**src/rtl/c_escape_codec_top_defines.svh**
```systemverilog
// Assertion macros for the escape codec
`ifndef C_ESCAPE_CODEC_TOP_DEFINES_SVH
`define C_ESCAPE_CODEC_TOP_DEFINES_SVH

// Check a condition at every clock edge outside reset
`define CEC_ASSERT(lbl, cond, msg) \
  lbl: assert property (@(posedge clk_i) disable iff (!rst_ni) (cond)) else $error(msg);

// Check that a trigger is followed by a condition in the next cycle
`define CEC_ASSERT_NEXT(lbl, trig, cond, msg) \
  lbl: assert property (@(posedge clk_i) disable iff (!rst_ni) (trig) |=> (cond)) \
    else $error(msg);

`endif

```
**src/rtl/cec_pkg.sv**
```systemverilog
package cec_pkg;

  localparam int unsigned MaxBytes = 4;

  localparam logic CFG_MODE  = 1'b0;
  localparam logic CFG_DELIM = 1'b1;

  typedef struct packed {
    logic [1:0]                   last_idx;
    logic [MaxBytes-1:0][7:0]     data;
    logic                         byte_valid;
    logic                         string_done;
  } cmd_t;

endpackage

```
**src/rtl/cec_front.sv**
```systemverilog
module cec_front
  import cec_pkg::*;
(
  input  logic       clk_i,
  input  logic       rst_ni,
  input  logic       cfg_valid_i,
  input  logic       cfg_index_i,
  input  logic [7:0] cfg_data_i,
  input  logic       accept_i,
  input  logic [7:0] in_byte_i,
  input  logic       string_end_i,
  output logic       cmd_push_o,
  output cmd_t       cmd_o
);

  localparam logic [1:0] PH_IDLE   = 2'd0;
  localparam logic [1:0] PH_BSLASH = 2'd1;
  localparam logic [1:0] PH_HEX1   = 2'd2;
  localparam logic [1:0] PH_HEX2   = 2'd3;

  localparam logic [7:0] CH_BSLASH = 8'h5C;
  localparam logic [7:0] CH_LOW_X  = 8'h78;
  localparam logic [7:0] CH_UP_X   = 8'h58;

  logic       mode_q;
  logic [7:0] delim_q;
  logic [1:0] phase_q, phase_d;
  logic [7:0] high_q, high_d;
  logic [2:0] n;
  logic [8:0] esc_hit;
  logic [8:0] unesc_hit;
  logic [7:0] dv;

  function automatic logic [7:0] hex_char(input logic [3:0] nib);
    if (nib < 4'd10) begin
      hex_char = 8'h30 + {4'h0, nib};
    end else begin
      hex_char = 8'h57 + {4'h0, nib};
    end
  endfunction

  function automatic logic [7:0] digit_value(input logic [7:0] c);
    logic is_letter;
    is_letter = (c >= 8'h41 && c <= 8'h5A) || (c >= 8'h61 && c <= 8'h7A);
    if (is_letter) begin
      digit_value = (c & 8'hDF) - 8'h41 + 8'd10;
    end else begin
      digit_value = c - 8'h30;
    end
  endfunction

  // {hit, letter} for a byte that has a short escape
  function automatic logic [8:0] esc_letter(input logic [7:0] b);
    case (b)
      8'h27:   esc_letter = {1'b1, 8'h27};
      8'h22:   esc_letter = {1'b1, 8'h22};
      8'h07:   esc_letter = {1'b1, 8'h61};
      8'h08:   esc_letter = {1'b1, 8'h62};
      8'h0C:   esc_letter = {1'b1, 8'h66};
      8'h0A:   esc_letter = {1'b1, 8'h6E};
      8'h0D:   esc_letter = {1'b1, 8'h72};
      8'h09:   esc_letter = {1'b1, 8'h74};
      8'h0B:   esc_letter = {1'b1, 8'h76};
      8'h5C:   esc_letter = {1'b1, 8'h5C};
      default: esc_letter = {1'b0, 8'h00};
    endcase
  endfunction

  // {hit, code} for a letter that follows a backslash
  function automatic logic [8:0] esc_code(input logic [7:0] c);
    case (c)
      8'h27:   esc_code = {1'b1, 8'h27};
      8'h22:   esc_code = {1'b1, 8'h22};
      8'h61:   esc_code = {1'b1, 8'h07};
      8'h62:   esc_code = {1'b1, 8'h08};
      8'h66:   esc_code = {1'b1, 8'h0C};
      8'h6E:   esc_code = {1'b1, 8'h0A};
      8'h72:   esc_code = {1'b1, 8'h0D};
      8'h74:   esc_code = {1'b1, 8'h09};
      8'h76:   esc_code = {1'b1, 8'h0B};
      8'h5C:   esc_code = {1'b1, 8'h5C};
      default: esc_code = {1'b0, 8'h00};
    endcase
  endfunction

  always_ff @(posedge clk_i or negedge rst_ni) begin
    if (!rst_ni) begin
      mode_q  <= 1'b0;
      delim_q <= 8'h00;
    end else if (cfg_valid_i) begin
      unique case (cfg_index_i)
        CFG_MODE:  mode_q  <= cfg_data_i[0];
        CFG_DELIM: delim_q <= cfg_data_i;
        default:   mode_q  <= mode_q;
      endcase
    end
  end

  always_comb begin
    esc_hit   = esc_letter(in_byte_i);
    unesc_hit = esc_code(in_byte_i);
    dv        = digit_value(in_byte_i);
    n         = 3'd0;
    phase_d   = phase_q;
    high_d    = high_q;
    cmd_o     = '0;
    cmd_o.byte_valid = 1'b1;
    if (mode_q) begin
      unique case (phase_q)
        PH_IDLE: begin
          if (in_byte_i == CH_BSLASH) begin
            phase_d = PH_BSLASH;
          end else begin
            n = 3'd1;
            cmd_o.data[0] = in_byte_i;
          end
        end
        PH_BSLASH: begin
          if (unesc_hit[8]) begin
            phase_d = PH_IDLE;
            n = 3'd1;
            cmd_o.data[0] = unesc_hit[7:0];
          end else if (in_byte_i == CH_LOW_X || in_byte_i == CH_UP_X) begin
            phase_d = PH_HEX1;
          end else begin
            phase_d = PH_IDLE;
            n = 3'd1;
            cmd_o.data[0] = in_byte_i;
          end
        end
        PH_HEX1: begin
          high_d  = {dv[3:0], 4'h0};
          phase_d = PH_HEX2;
        end
        PH_HEX2: begin
          phase_d = PH_IDLE;
          n = 3'd1;
          cmd_o.data[0] = high_q + dv;
        end
        default: phase_d = PH_IDLE;
      endcase
    end else begin
      phase_d = PH_IDLE;
      high_d  = 8'h00;
      if ((delim_q != 8'h00 && in_byte_i == delim_q) ||
          (!esc_hit[8] && (in_byte_i < 8'h20 || in_byte_i[7]))) begin
        n = 3'd4;
        cmd_o.data[0] = CH_BSLASH;
        cmd_o.data[1] = CH_LOW_X;
        cmd_o.data[2] = hex_char(in_byte_i[7:4]);
        cmd_o.data[3] = hex_char(in_byte_i[3:0]);
      end else if (esc_hit[8]) begin
        n = 3'd2;
        cmd_o.data[0] = CH_BSLASH;
        cmd_o.data[1] = esc_hit[7:0];
      end else begin
        n = 3'd1;
        cmd_o.data[0] = in_byte_i;
      end
    end
    if (string_end_i) begin
      phase_d = PH_IDLE;
      high_d  = 8'h00;
      cmd_o.string_done = 1'b1;
      if (n == 3'd0) begin
        n = 3'd1;
        cmd_o.data[0] = 8'h00;
        cmd_o.byte_valid = 1'b0;
      end
    end
    cmd_o.last_idx = 2'(n - 3'd1);
    cmd_push_o = accept_i && (n != 3'd0);
  end

  always_ff @(posedge clk_i or negedge rst_ni) begin
    if (!rst_ni) begin
      phase_q <= PH_IDLE;
      high_q  <= 8'h00;
    end else if (accept_i) begin
      phase_q <= phase_d;
      high_q  <= high_d;
    end
  end

endmodule

```
**src/rtl/cec_fifo.sv**
```systemverilog
`include "c_escape_codec_top_defines.svh"

module cec_fifo
  import cec_pkg::*;
#(
  parameter int unsigned Depth = 4
) (
  input  logic clk_i,
  input  logic rst_ni,
  input  logic push_i,
  input  cmd_t data_i,
  output logic full_o,
  input  logic pop_i,
  output cmd_t data_o,
  output logic empty_o
);

  localparam int unsigned PtrW = (Depth > 1) ? $clog2(Depth) : 1;
  localparam int unsigned CntW = $clog2(Depth + 1);

  cmd_t            mem_q [Depth];
  logic [PtrW-1:0] wr_ptr_q, rd_ptr_q;
  logic [CntW-1:0] count_q;

  function automatic logic [PtrW-1:0] next_ptr(input logic [PtrW-1:0] p);
    if (p == PtrW'(Depth - 1)) begin
      next_ptr = '0;
    end else begin
      next_ptr = p + PtrW'(1);
    end
  endfunction

  assign full_o  = (count_q == CntW'(Depth));
  assign empty_o = (count_q == '0);
  assign data_o  = mem_q[rd_ptr_q];

  always_ff @(posedge clk_i) begin
    if (push_i) begin
      mem_q[wr_ptr_q] <= data_i;
    end
  end

  always_ff @(posedge clk_i or negedge rst_ni) begin
    if (!rst_ni) begin
      wr_ptr_q <= '0;
      rd_ptr_q <= '0;
      count_q  <= '0;
    end else begin
      if (push_i) begin
        wr_ptr_q <= next_ptr(wr_ptr_q);
      end
      if (pop_i) begin
        rd_ptr_q <= next_ptr(rd_ptr_q);
      end
      if (push_i && !pop_i) begin
        count_q <= count_q + CntW'(1);
      end else if (pop_i && !push_i) begin
        count_q <= count_q - CntW'(1);
      end
    end
  end

  `CEC_ASSERT(cnt_range_a, count_q <= CntW'(Depth), "queue count out of range")
  `CEC_ASSERT(no_overflow_a, !(push_i && full_o), "push into full queue")
  `CEC_ASSERT(no_underflow_a, !(pop_i && empty_o), "pop from empty queue")
  `CEC_ASSERT_NEXT(push_fill_a, push_i && !pop_i, !empty_o, "queue empty after push")

endmodule

```
**src/rtl/cec_back.sv**
```systemverilog
module cec_back
  import cec_pkg::*;
(
  input  logic       clk_i,
  input  logic       rst_ni,
  input  logic       cmd_empty_i,
  input  cmd_t       cmd_i,
  output logic       cmd_pop_o,
  output logic       empty,
  input  logic       pop,
  output logic [7:0] out_byte_o,
  output logic       byte_valid_o,
  output logic       run_last_o,
  output logic       string_done_o
);

  logic [1:0] idx_q;
  logic       ovalid_q;
  logic       load;
  logic       at_last;

  assign at_last   = (idx_q == cmd_i.last_idx);
  assign load      = !cmd_empty_i && (!ovalid_q || pop);
  assign cmd_pop_o = load && at_last;
  assign empty     = !ovalid_q;

  always_ff @(posedge clk_i or negedge rst_ni) begin
    if (!rst_ni) begin
      idx_q    <= 2'd0;
      ovalid_q <= 1'b0;
    end else begin
      if (load) begin
        ovalid_q <= 1'b1;
        idx_q    <= at_last ? 2'd0 : idx_q + 2'd1;
      end else if (pop) begin
        ovalid_q <= 1'b0;
      end
    end
  end

  always_ff @(posedge clk_i) begin
    if (load) begin
      out_byte_o    <= cmd_i.data[idx_q];
      byte_valid_o  <= cmd_i.byte_valid;
      run_last_o    <= at_last;
      string_done_o <= at_last && cmd_i.string_done;
    end
  end

endmodule

```
**src/rtl/c_escape_codec_top.sv**
```systemverilog
// An item's commands are queued when it is accepted; its first result is then
// loaded into the output register when the queue ahead is empty and the register is free.
// Throughput: one result per cycle while pop is held; an item with k results (1 to 4)
// occupies the emitter until its last result is loaded, and the command queue of Depth
// entries lets intake run ahead. Items producing no result are handled at intake only.
// Reset (rst_ni low, asynchronous): queue emptied, decoder idle, escape mode, no delimiter.
module c_escape_codec_top
  import cec_pkg::*;
#(
  parameter int unsigned Depth = 4
) (
  input  logic       clk_i,
  input  logic       rst_ni,
  input  logic       push,
  output logic       full,
  input  logic [7:0] in_byte_i,
  input  logic       string_end_i,
  output logic       empty,
  input  logic       pop,
  output logic [7:0] out_byte_o,
  output logic       byte_valid_o,
  output logic       run_last_o,
  output logic       string_done_o,
  input  logic       cfg_valid_i,
  output logic       cfg_ready_o,
  input  logic       cfg_index_i,
  input  logic [7:0] cfg_data_i
);

  logic accept;
  logic cmd_push;
  logic cmd_pop;
  logic cmd_empty;
  cmd_t cmd_in;
  cmd_t cmd_head;

  assign cfg_ready_o = 1'b1;
  assign accept      = push && !full;

  cec_front u_front (
    .clk_i        (clk_i),
    .rst_ni       (rst_ni),
    .cfg_valid_i  (cfg_valid_i),
    .cfg_index_i  (cfg_index_i),
    .cfg_data_i   (cfg_data_i),
    .accept_i     (accept),
    .in_byte_i    (in_byte_i),
    .string_end_i (string_end_i),
    .cmd_push_o   (cmd_push),
    .cmd_o        (cmd_in)
  );

  cec_fifo #(
    .Depth (Depth)
  ) u_fifo (
    .clk_i   (clk_i),
    .rst_ni  (rst_ni),
    .push_i  (cmd_push),
    .data_i  (cmd_in),
    .full_o  (full),
    .pop_i   (cmd_pop),
    .data_o  (cmd_head),
    .empty_o (cmd_empty)
  );

  cec_back u_back (
    .clk_i         (clk_i),
    .rst_ni        (rst_ni),
    .cmd_empty_i   (cmd_empty),
    .cmd_i         (cmd_head),
    .cmd_pop_o     (cmd_pop),
    .empty         (empty),
    .pop           (pop),
    .out_byte_o    (out_byte_o),
    .byte_valid_o  (byte_valid_o),
    .run_last_o    (run_last_o),
    .string_done_o (string_done_o)
  );

endmodule

```
**config.mk**
```make
export PLATFORM = sky130hd
export DESIGN_NAME = c_escape_codec_top
export DESIGN_NICKNAME = d
export VERILOG_FILES = /design/src/rtl/cec_pkg.sv /design/src/rtl/cec_front.sv /design/src/rtl/cec_fifo.sv /design/src/rtl/cec_back.sv /design/src/rtl/c_escape_codec_top.sv
export VERILOG_INCLUDE_DIRS = /design/src /design/src/rtl
export SDC_FILE = /design/constraint.sdc
export NUM_CORES = 1
export LEC_CHECK = 0
export BUFFER_PORTS_ARGS = -buffer_cell sky130_fd_sc_hd__buf_2
export CAP_MARGIN = 20
export CORE_MARGIN = 2
export CORE_UTILIZATION = 35
export DETAILED_ROUTE_END_ITERATION = 7
export PLACE_DENSITY = 0.58
export SYNTH_ARGS = -nofsm -noshare
export SYNTH_HDL_FRONTEND = slang
export SYNTH_SLANG_ARGS = --single-unit
```
**constraint.sdc**
```tcl
create_clock -name clk_i -period 3.7 [get_ports clk_i]
set_clock_uncertainty 0.1 [all_clocks]
set_input_delay 0.555 -clock clk_i [delete_from_list [all_inputs] [get_ports clk_i]]
set_output_delay 0.555 -clock clk_i [all_outputs]
set_load 0.01 [all_outputs]
```
==> results of run 1 <==
## cells in the mapped netlist, types with 4 or more instances
library cell / instances
clkbuf_8: 4
nand3_1: 7
buf_6: 8
and2_1: 8
nand2b_1: 8
clkbuf_1: 11
xnor2_1: 17
and3_1: 5
nor4_1: 4
a211oi_1: 7
nor2_1: 22
edfxtp_1: 143
xor2_1: 7
o21ai_0: 16
a21o_1: 5
mux2_2: 13
mux4_2: 40
nor2b_1: 4
a31oi_1: 6
inv_1: 19
o211ai_1: 5
a21oi_1: 24
o31ai_1: 9
nor3_1: 10
ha_1: 26
buf_2: 7
dfrtp_1: 25
nand2_1: 38
## cell type report
cell class	instances	area [µm²]	share of cell area (%)
Timing Repair Buffer	116	833	8.34
Multi-Input combinational cell	344	3180	31.8
Sequential cell	168	4920	49.2
Clock inverter	14	161	1.61
Inverter	19	75.1	0.751
Clock buffer	18	429	4.29
Tap cell	319	399	3.99
## critical path, delay by kind of cell
family          cells  cell delay, ns
xor+xnor            2            0.28
simple gates        5            0.62
compound gates      3            0.68
fa+ha+maj           4            1.01
buf+inv             4            0.41
## cells by family after synthesis
group	Yosys count	synth area share, %
buffers and inverters	52	3.75
muxes	56	12.9
other	1	0.0450
DFF	168	59.0
and+or+nand+nor	129	8.41
adders and majority gates	28	4.38
AOI/OAI and AO/OA	106	8.92
xor gates and xnor gates	24	2.52
## power by group
group	leakage (nW)	total [mW]	switching [mW]	internal, mW
sequential	1.64	2.65	0.160	2.49
clock	0.285	1.78	0.765	1.01
combinational	1.73	1.85	0.939	0.909
## worst min-delay path by stage
stage	from	to	slack, ns	depth (start not counted)
after floorplan	rst_ni	u_back.idx_q[0]	0.16	0
after global placement	u_fifo.count_q[2]	u_fifo.count_q[2]	0.38	1
after detailed placement	u_fifo.count_q[2]	u_fifo.count_q[2]	0.39	1
after CTS	rst_ni	u_front.delim_q[3]	0.07	1
after global routing	rst_ni	u_back.idx_q[1]	0.11	1
final	rst_ni	u_front.delim_q[3]	0.06	1
## per-stage QoR
step | setup WS, ns | TNS, ns | utilization, %
3_3_place_gp | 0.0165 | 0 | 40.2
6_report | 0.364 | 0 | 42.7
4_1_cts | 0.347 | 0 | 42.7
2_1_floorplan | -0.0723 | -2.26 | -
3_5_place_dp | -0.106 | -0.160 | 40.2
5_1_grt | 0.173 | 0 | 42.7
## metal layers
metal | up-vias | part of all wire, %
met5 | - | 0
met4 | 0 | 1.4
met3 | 15 | 3.5
met2 | 134 | 49
met1 | 2619 | 46
li1 | 2400 | -
## flip-flops by register name (all words and copies together), names as in the netlist
name                  cells
u_back.byte_valid_o       1
u_front.high_q            4
u_back.ovalid_q           1
u_back.out_byte_o         8
u_back.string_done_o      1
u_front.delim_q           8
u_back.idx_q              2
u_fifo.rd_ptr_q           2
u_back.run_last_o         1
u_fifo.count_q            3
u_fifo.mem_q            132
u_front.mode_q            1
u_front.phase_q           2
u_fifo.wr_ptr_q           2
==> impl_metrics.tcl, run 1 <==
set metrics [dict create \
    criticalPathCategory "primary input to register" \
    yosys.area.top_type "edfxtp_1" \
    p_leak_nw 3.65 \
    grt_setup_unrepaired "no" \
    wl_per_cell_um 20.0 \
    die_w_um 158 \
    drt_drc_violations_left 0 \
    crit_end "u_fifo.count_q[2]" \
    io_buffers 35 \
    r2r-start "u_front.delim_q[3]" \
    cts.repair.resized 0 \
    synthesis.area_um2 8330 \
    use_met2_pct 28.0 \
    grt_use_met3_pct 2.78 \
    gp_congestion 0.910 \
    worst_pin_slew_ns 0.751 \
    syn-num-nets 615 \
    synth-async-reset-ratio_pct 14.9 \
    cts_setup_buffers 0 \
    layout_commonest_cell "edfxtp_1" \
    finalHoldViolations 0 \
    cts_hold_buffers 0 \
    ff2ff_setup_slack_ns 0.55 \
    grtUsageMet1_pct 22.7 \
    die-area_um2 25100 \
    drive_above_1_share_pct 34.2 \
    synth_seq_area_share_pct 59.0 \
    dp_cells 966 \
    crit_slowest_cell "a211oi_2" \
    run_status "complete, no violations" \
    drv_slew 0 \
    grt_overflow_total 0 \
    timing.slew.headroom_pct 49.5 \
    ios 37 \
    root_buffer "clkbuf_16" \
    ir_drop_uv 309 \
    htreeDepth 4 \
    fin_nets 717 \
    synth_area_leaders "edfxtp_1 52%, mux4_2 11%, dfrtp_1 7.5%" \
    cp-start-kind "primary input" \
    clockBufferDepth 2 \
    initial_core_util_pct 35.6 \
    diodes 0 \
    ys_types 76 \
    reg2regPathDepth 14 \
    grt_pass1_vias 5299 \
    cp-end-kind "register" \
    placed_area_um2 9410 \
    busiest_layer "met2" \
    finalNonFillerCells 998 \
    arrival_ns 3.58 \
    die_y_um 158 \
    synthCells 564 \
    grt_max_degree 34 \
    num_rows 56 \
    whs_ns 0.0603 \
    cts.clk_slew.worst_paths_ns 0.07 \
    cts_buffers 17 \
    timing.final.crit_share_pct 90.2 \
    cts_tree "done" \
    synth_warnings 0 \
    final_cell_mix "143 x edfxtp_1, 77 x buf_4, 40 x mux4_2, 38 x nand2_1, 35 x buf_2" \
    worstPathRequired_ns 3.94 \
    synth_flop_cell "edfxtp_1" \
    viasPerCell 5.18 \
    powerDensity_nw_per_um2 628 \
    synth_seq_cells 168 \
    clk_latency_ns 0.42 \
    yosysTopAreaCellShare_pct 51.5 \
    vias 5168 \
    fillers 2125 \
    finalPower_mw 6.28 \
    path_cells "buf_2, inv_1, ha_1, nand2b_1, a211oi_2, nor4b_4, buf_4, nor2_1, nand2_1, ha_4, a21o_1, a21oi_4, ha_4, inv_2, fa_2, xor2_1, nor2_1, xor2_1" \
    cpPeakStageDelay_ns 0.35 \
    finalCriticalPeriod_ns 3.34 \
    max_freq_mhz 300 \
    ant_nets 0 \
    track_usage_pct 16.8 \
    hpwl_um 14700 \
    worstHoldPathType "primary input to asynchronous set/reset pin" \
    setup_violations 0 \
    numClockSinks 168 \
    cp_max_fo 8 \
    antenna_found_initial 0 \
    areaGrowthSynthToFinish_pct 20.0 \
    cp-startpoint "in_byte_i[0]" \
    drt_wl_total_um 20000 \
    synth_edf_count 143 \
    coreArea_um2 23400 \
    avgSynthCellArea_um2 14.8 \
    finalInstanceArea_um2 10000 \
    drtIter0Drc 375 \
    grt_pass1_wl_um 31000 \
    max-cap-violations 0 \
    r2r-end "u_fifo.count_q[2]" \
    dr.pass1.iters 5 \
]
(Power assumes the default switching activity.)
==> run 2, diff against run 1 <==
--- a/config.mk
+++ b/config.mk
@@ -8,7 +8,6 @@
 export LEC_CHECK = 0
 export BUFFER_PORTS_ARGS = -buffer_cell sky130_fd_sc_hd__buf_2
 export CAP_MARGIN = 20
-export CORE_MARGIN = 2
 export CORE_UTILIZATION = 35
 export DETAILED_ROUTE_END_ITERATION = 7
 export PLACE_DENSITY = 0.58
==> impl_metrics.tcl, run 2 (synthesis gave the netlist of run 1 again) <==
set metrics [dict create \
    run_status "complete, no violations" \
    num_rows 56 \
    drt_drc_violations_left 0 \
    cts_buffers 17 \
    hpwl_um 14100 \
    top_regs "u_fifo.mem_q (132), u_back.out_byte_o (8), u_front.delim_q (8)" \
    largest_reg_flops 132 \
    finalNonFillerCells 996 \
    clockBufferDepth 2 \
    io_buffers 35 \
    vias 5164 \
    dr.pass1.iters 6 \
    finalInstanceArea_um2 10100 \
    powerDensity_nw_per_um2 637 \
    grt_pass1_vias 5352 \
    setup_violations 0 \
    ir_drop_uv 383 \
    initial_core_util_pct 35.6 \
    worstHoldPathType "primary input to asynchronous set/reset pin" \
    grt_overflow_total 0 \
    cts.clk_slew.worst_paths_ns 0.07 \
    die_w_um 156 \
    grt_pass1_wl_um 30700 \
    ant_nets 0 \
    timing.slew.headroom_pct 56.8 \
    timing.final.crit_share_pct 91.0 \
    drt_wl_total_um 19300 \
    root_buffer "clkbuf_16" \
    cts_hold_buffers 0 \
    placed_area_um2 9420 \
    fin_nets 715 \
    antenna_found_initial 0 \
    cp_max_fo 5 \
    htreeDepth 4 \
    cts_tree "done" \
    viasPerCell 5.18 \
    max_freq_mhz 297 \
    drv_slew 0 \
    top_register "u_fifo.mem_q" \
    grt_max_degree 34 \
    worst_pin_slew_ns 0.644 \
    coreArea_um2 23400 \
    drive_above_1_share_pct 34.1 \
    clk_latency_ns 0.42 \
    numClockSinks 168 \
    arrival_ns 3.40 \
    diodes 0 \
    track_usage_pct 17.0 \
    drtIter0Drc 260 \
    cp-startpoint "in_byte_i[1]" \
    place_ws_ns -0.0922 \
    fin_util_pct 43.0 \
    cts.repair.resized 0 \
    ios 37 \
    fillers 2152 \
    areaGrowthSynthToFinish_pct 20.7 \
    p_leak_nw 3.68 \
    die_y_um 156 \
    cp-end-kind "register" \
    die-area_um2 24400 \
    finalPower_mw 6.41 \
    cp-start-kind "primary input" \
    gp_congestion 0.914 \
    grt_setup_unrepaired "no" \
    finalCriticalPeriod_ns 3.37 \
    max-cap-violations 0 \
    criticalPathCategory "primary input to register" \
    final_cell_mix "143 x edfxtp_1, 73 x buf_4, 40 x mux4_2, 38 x nand2_1, 35 x buf_2" \
    worstPathRequired_ns 3.73 \
    cts_setup_buffers 0 \
    wl_per_cell_um 19.4 \
    r2r-start "u_front.delim_q[3]" \
    dp_cells 964 \
    layout_commonest_cell "edfxtp_1" \
    finalHoldViolations 0 \
    finalWorstSetupSlack_ns 0.332 \
]
run 2: cell types whose count changed in the layout (fill, tap and decap cells not counted), moves of 2 or more:
cell        change
buf_4           -4
inv_6           -3
buf_12          +2
bufinv_16       +2
clkinvlp_4      -2
inv_8           +2
run 2: area by class of cell:
cell class	instances	area (µm²)	share of cell area [%]
flip-flops and latches	168	4920	48.9
multi-input cells	344	3180	31.6
repair buffers	114	843	8.39
clock buffers	18	429	4.27
well taps	319	399	3.97
clock inverters	14	213	2.11
inverters	19	75.1	0.746
run 2: power by group:
| group | total [mW] | internal [mW] | switching, mW |
|---|---|---|---|
| clock | 1.94 | 1.16 | 0.782 |
| sequential | 2.65 | 2.49 | 0.160 |
| combinational | 1.81 | 0.903 | 0.909 |
run 2: critical path, stage by stage:
cell      delay (ns)
buf_2           0.13
inv_1           0.19
ha_1            0.26
nor4b_2         0.28
o21ai_1         0.11
a32oi_2         0.25
a211oi_1        0.10
xnor2_1         0.15
ha_1            0.22
fa_1            0.49
o211ai_1        0.11
o22ai_1         0.55
run 2: final timing paths:
kind	endpoint	slack, ns	cells after the start
max in group asynchronous	u_fifo.rd_ptr_q[0]	3.00	1
min in group clk_i	u_back.ovalid_q	0.24	2
worst max register to register	u_fifo.count_q[2]	0.44	14
worst min-delay path	u_front.high_q[7]	0.05	1
worst min register to register	u_front.high_q[4]	0.40	2
worst max-delay path	u_fifo.mem_q[0][7]	0.33	12
run 2: stage by stage:
step                      setup TNS [ns]  hold WS, ns
final                                  0       0.0518
after global routing                   0       0.0893
after detailed placement          -0.840        0.382
after global placement            -0.890        0.378
after floorplan                    -2.26        0.159
after CTS                              0       0.0655
run 2: per-layer routing:
metal | track usage, % | share of wire, %
met1 | 22.3 | 46
met2 | 28.9 | 49
met3 | 2.49 | 3.3
met5 | 0 | 0
met4 | 5.51 | 1.9
==> run 3, diff against run 2 <==
--- a/config.mk
+++ b/config.mk
@@ -10,6 +10,7 @@
 export CAP_MARGIN = 20
 export CORE_UTILIZATION = 35
 export DETAILED_ROUTE_END_ITERATION = 7
+export MAX_ROUTING_LAYER = met4
 export PLACE_DENSITY = 0.58
 export SYNTH_ARGS = -nofsm -noshare
 export SYNTH_HDL_FRONTEND = slang
==> impl_metrics.tcl, run 3 (synthesis gave the netlist of run 1 again) <==
set metrics [dict create \
    cts.clk_slew.worst_paths_ns 0.07 \
    drtIter0Drc 318 \
    max-cap-violations 0 \
    finalHoldViolations 0 \
    htreeDepth 4 \
    finalNonFillerCells 996 \
    die_y_um 156 \
    criticalPathCategory "primary input to register" \
    vias 5139 \
    gp_congestion 0.941 \
    cp-startpoint "in_byte_i[1]" \
    final_cell_mix "143 x edfxtp_1, 74 x buf_4, 40 x mux4_2, 38 x nand2_1, 35 x buf_2" \
    timing.final.crit_share_pct 91.6 \
    grt_pass1_vias 5457 \
    grt_setup_unrepaired "no" \
    dp_cells 964 \
    fillers 2159 \
    num_rows 56 \
    cts_tree "done" \
    finalCriticalPeriod_ns 3.39 \
    track_usage_pct 17.9 \
    r2r-end "u_fifo.count_q[2]" \
    diodes 0 \
    top_regs "u_fifo.mem_q (132), u_back.out_byte_o (8), u_front.delim_q (8)" \
    drt_wl_total_um 19800 \
    r2r-start "u_front.delim_q[3]" \
    numClockSinks 168 \
    p_leak_nw 3.64 \
    arrival_ns 3.42 \
    fin_nets 715 \
    setup_violations 0 \
    multi_input_area_um2 3180 \
    cts_hold_buffers 0 \
    clockBufferDepth 2 \
    ant_nets 0 \
    coreArea_um2 23400 \
    cts_buffers 17 \
    largest_reg_flops 132 \
    run_status "complete, no violations" \
    wl_per_cell_um 19.9 \
    root_buffer "clkbuf_16" \
    worstHoldPathType "primary input to asynchronous set/reset pin" \
    worst_pin_slew_ns 0.693 \
    ir_drop_uv 300 \
    drt_drc_violations_left 0 \
    powerDensity_nw_per_um2 621 \
    drive_above_1_share_pct 34.0 \
    regArea_um2 4920 \
    grt_pass1_wl_um 31100 \
    cp-start-kind "primary input" \
    areaGrowthSynthToFinish_pct 19.7 \
    dr.pass1.iters 4 \
    hpwl_um 14000 \
    layout_commonest_cell "edfxtp_1" \
    finalPower_mw 6.19 \
    ios 37 \
    grt_overflow_total 0 \
    die_w_um 156 \
    fin_util_pct 42.6 \
    ff2ff_setup_slack_ns 0.46 \
    viasPerCell 5.16 \
    drv_slew 0 \
    top_register "u_fifo.mem_q" \
    cp-end-kind "register" \
    antenna_found_initial 0 \
    cts_setup_buffers 0 \
    max_freq_mhz 295 \
    worstPathRequired_ns 3.74 \
    clk_latency_ns 0.42 \
    initial_core_util_pct 35.6 \
    cts.repair.resized 0 \
    die-area_um2 24400 \
    timing.slew.headroom_pct 53.8 \
    reg2regPathDepth 14 \
    grt_max_degree 34 \
    io_buffers 35 \
    cp_max_fo 6 \
]
==> run 3: cell types whose count changed in the layout (fill, tap and decap cells not counted), sizes merged <==
| cell | previous run | this run |
|---|---|---|
| inv | 24 | 25 |
| bufinv | 4 | 0 |
| clkbuf | 18 | 21 |
==> run 3: area by class of cell <==
class	count	area share, %
Tap cell	319	4.00
Sequential cell	168	49.3
Timing Repair Buffer	114	8.33
Multi-Input combinational cell	344	31.9
Clock inverter	11	1.10
Inverter	19	0.753
Clock buffer	21	4.62
==> run 3: metal layers <==
layer / wire (µm) / track usage [%] / part of all wire, % / vias to the layer above
li1: - / - / - / 2389
met1: 8580 / 22.0 / 43 / 2621
met2: 9730 / 28.3 / 49 / 107
met3: 1010 / 3.99 / 5.1 / 22
met4: 482 / 7.70 / 2.4 / 0
met5: 0 / - / 0 / -
==> run 3: worst max path at each step <==
stage                                     to  slack [ns]  cells past startpoint
after floorplan            u_fifo.count_q[2]       -0.07                     18
after global placement    u_fifo.mem_q[0][8]       -0.13                     15
after detailed placement  u_fifo.mem_q[0][8]       -0.13                     15
after CTS                 u_fifo.mem_q[3][8]        0.32                     15
after global routing      u_fifo.mem_q[3][8]        0.11                     15
final                     u_fifo.mem_q[3][8]        0.31                     15
==> run 3: critical path, cell delays in order <==
cell	delay (ns)
buf_2	0.16
inv_1	0.12
ha_1	0.22
nor4b_2	0.17
o21ai_1	0.17
a32oi_2	0.14
a211oi_1	0.35
xnor2_1	0.13
ha_1	0.22
fa_1	0.38
xor2_1	0.17
o21ai_0	0.23
o21ai_1	0.11
a211oi_1	0.18
a21oi_1	0.11
==> run 3: stage by stage <==
step	hold WS [ns]	area [µm²]	setup TNS, ns	setup WS (ns)
after floorplan	0.159	8440	-2.26	-0.0723
after global placement	0.373	9400	-0.762	-0.134
after detailed placement	0.383	9400	-0.850	-0.134
after CTS	0.0541	9970	0	0.319
after global routing	0.0944	9970	0	0.107
final	0.0596	9970	0	0.312
==> run 3: power by group <==
part	internal, mW	switching [mW]	leakage (nW)	total, mW
logic	0.895	0.918	1.72	1.81
clock network	0.929	0.796	0.283	1.72
registers	2.49	0.157	1.64	2.65
total	4.32	1.87	3.64	6.19
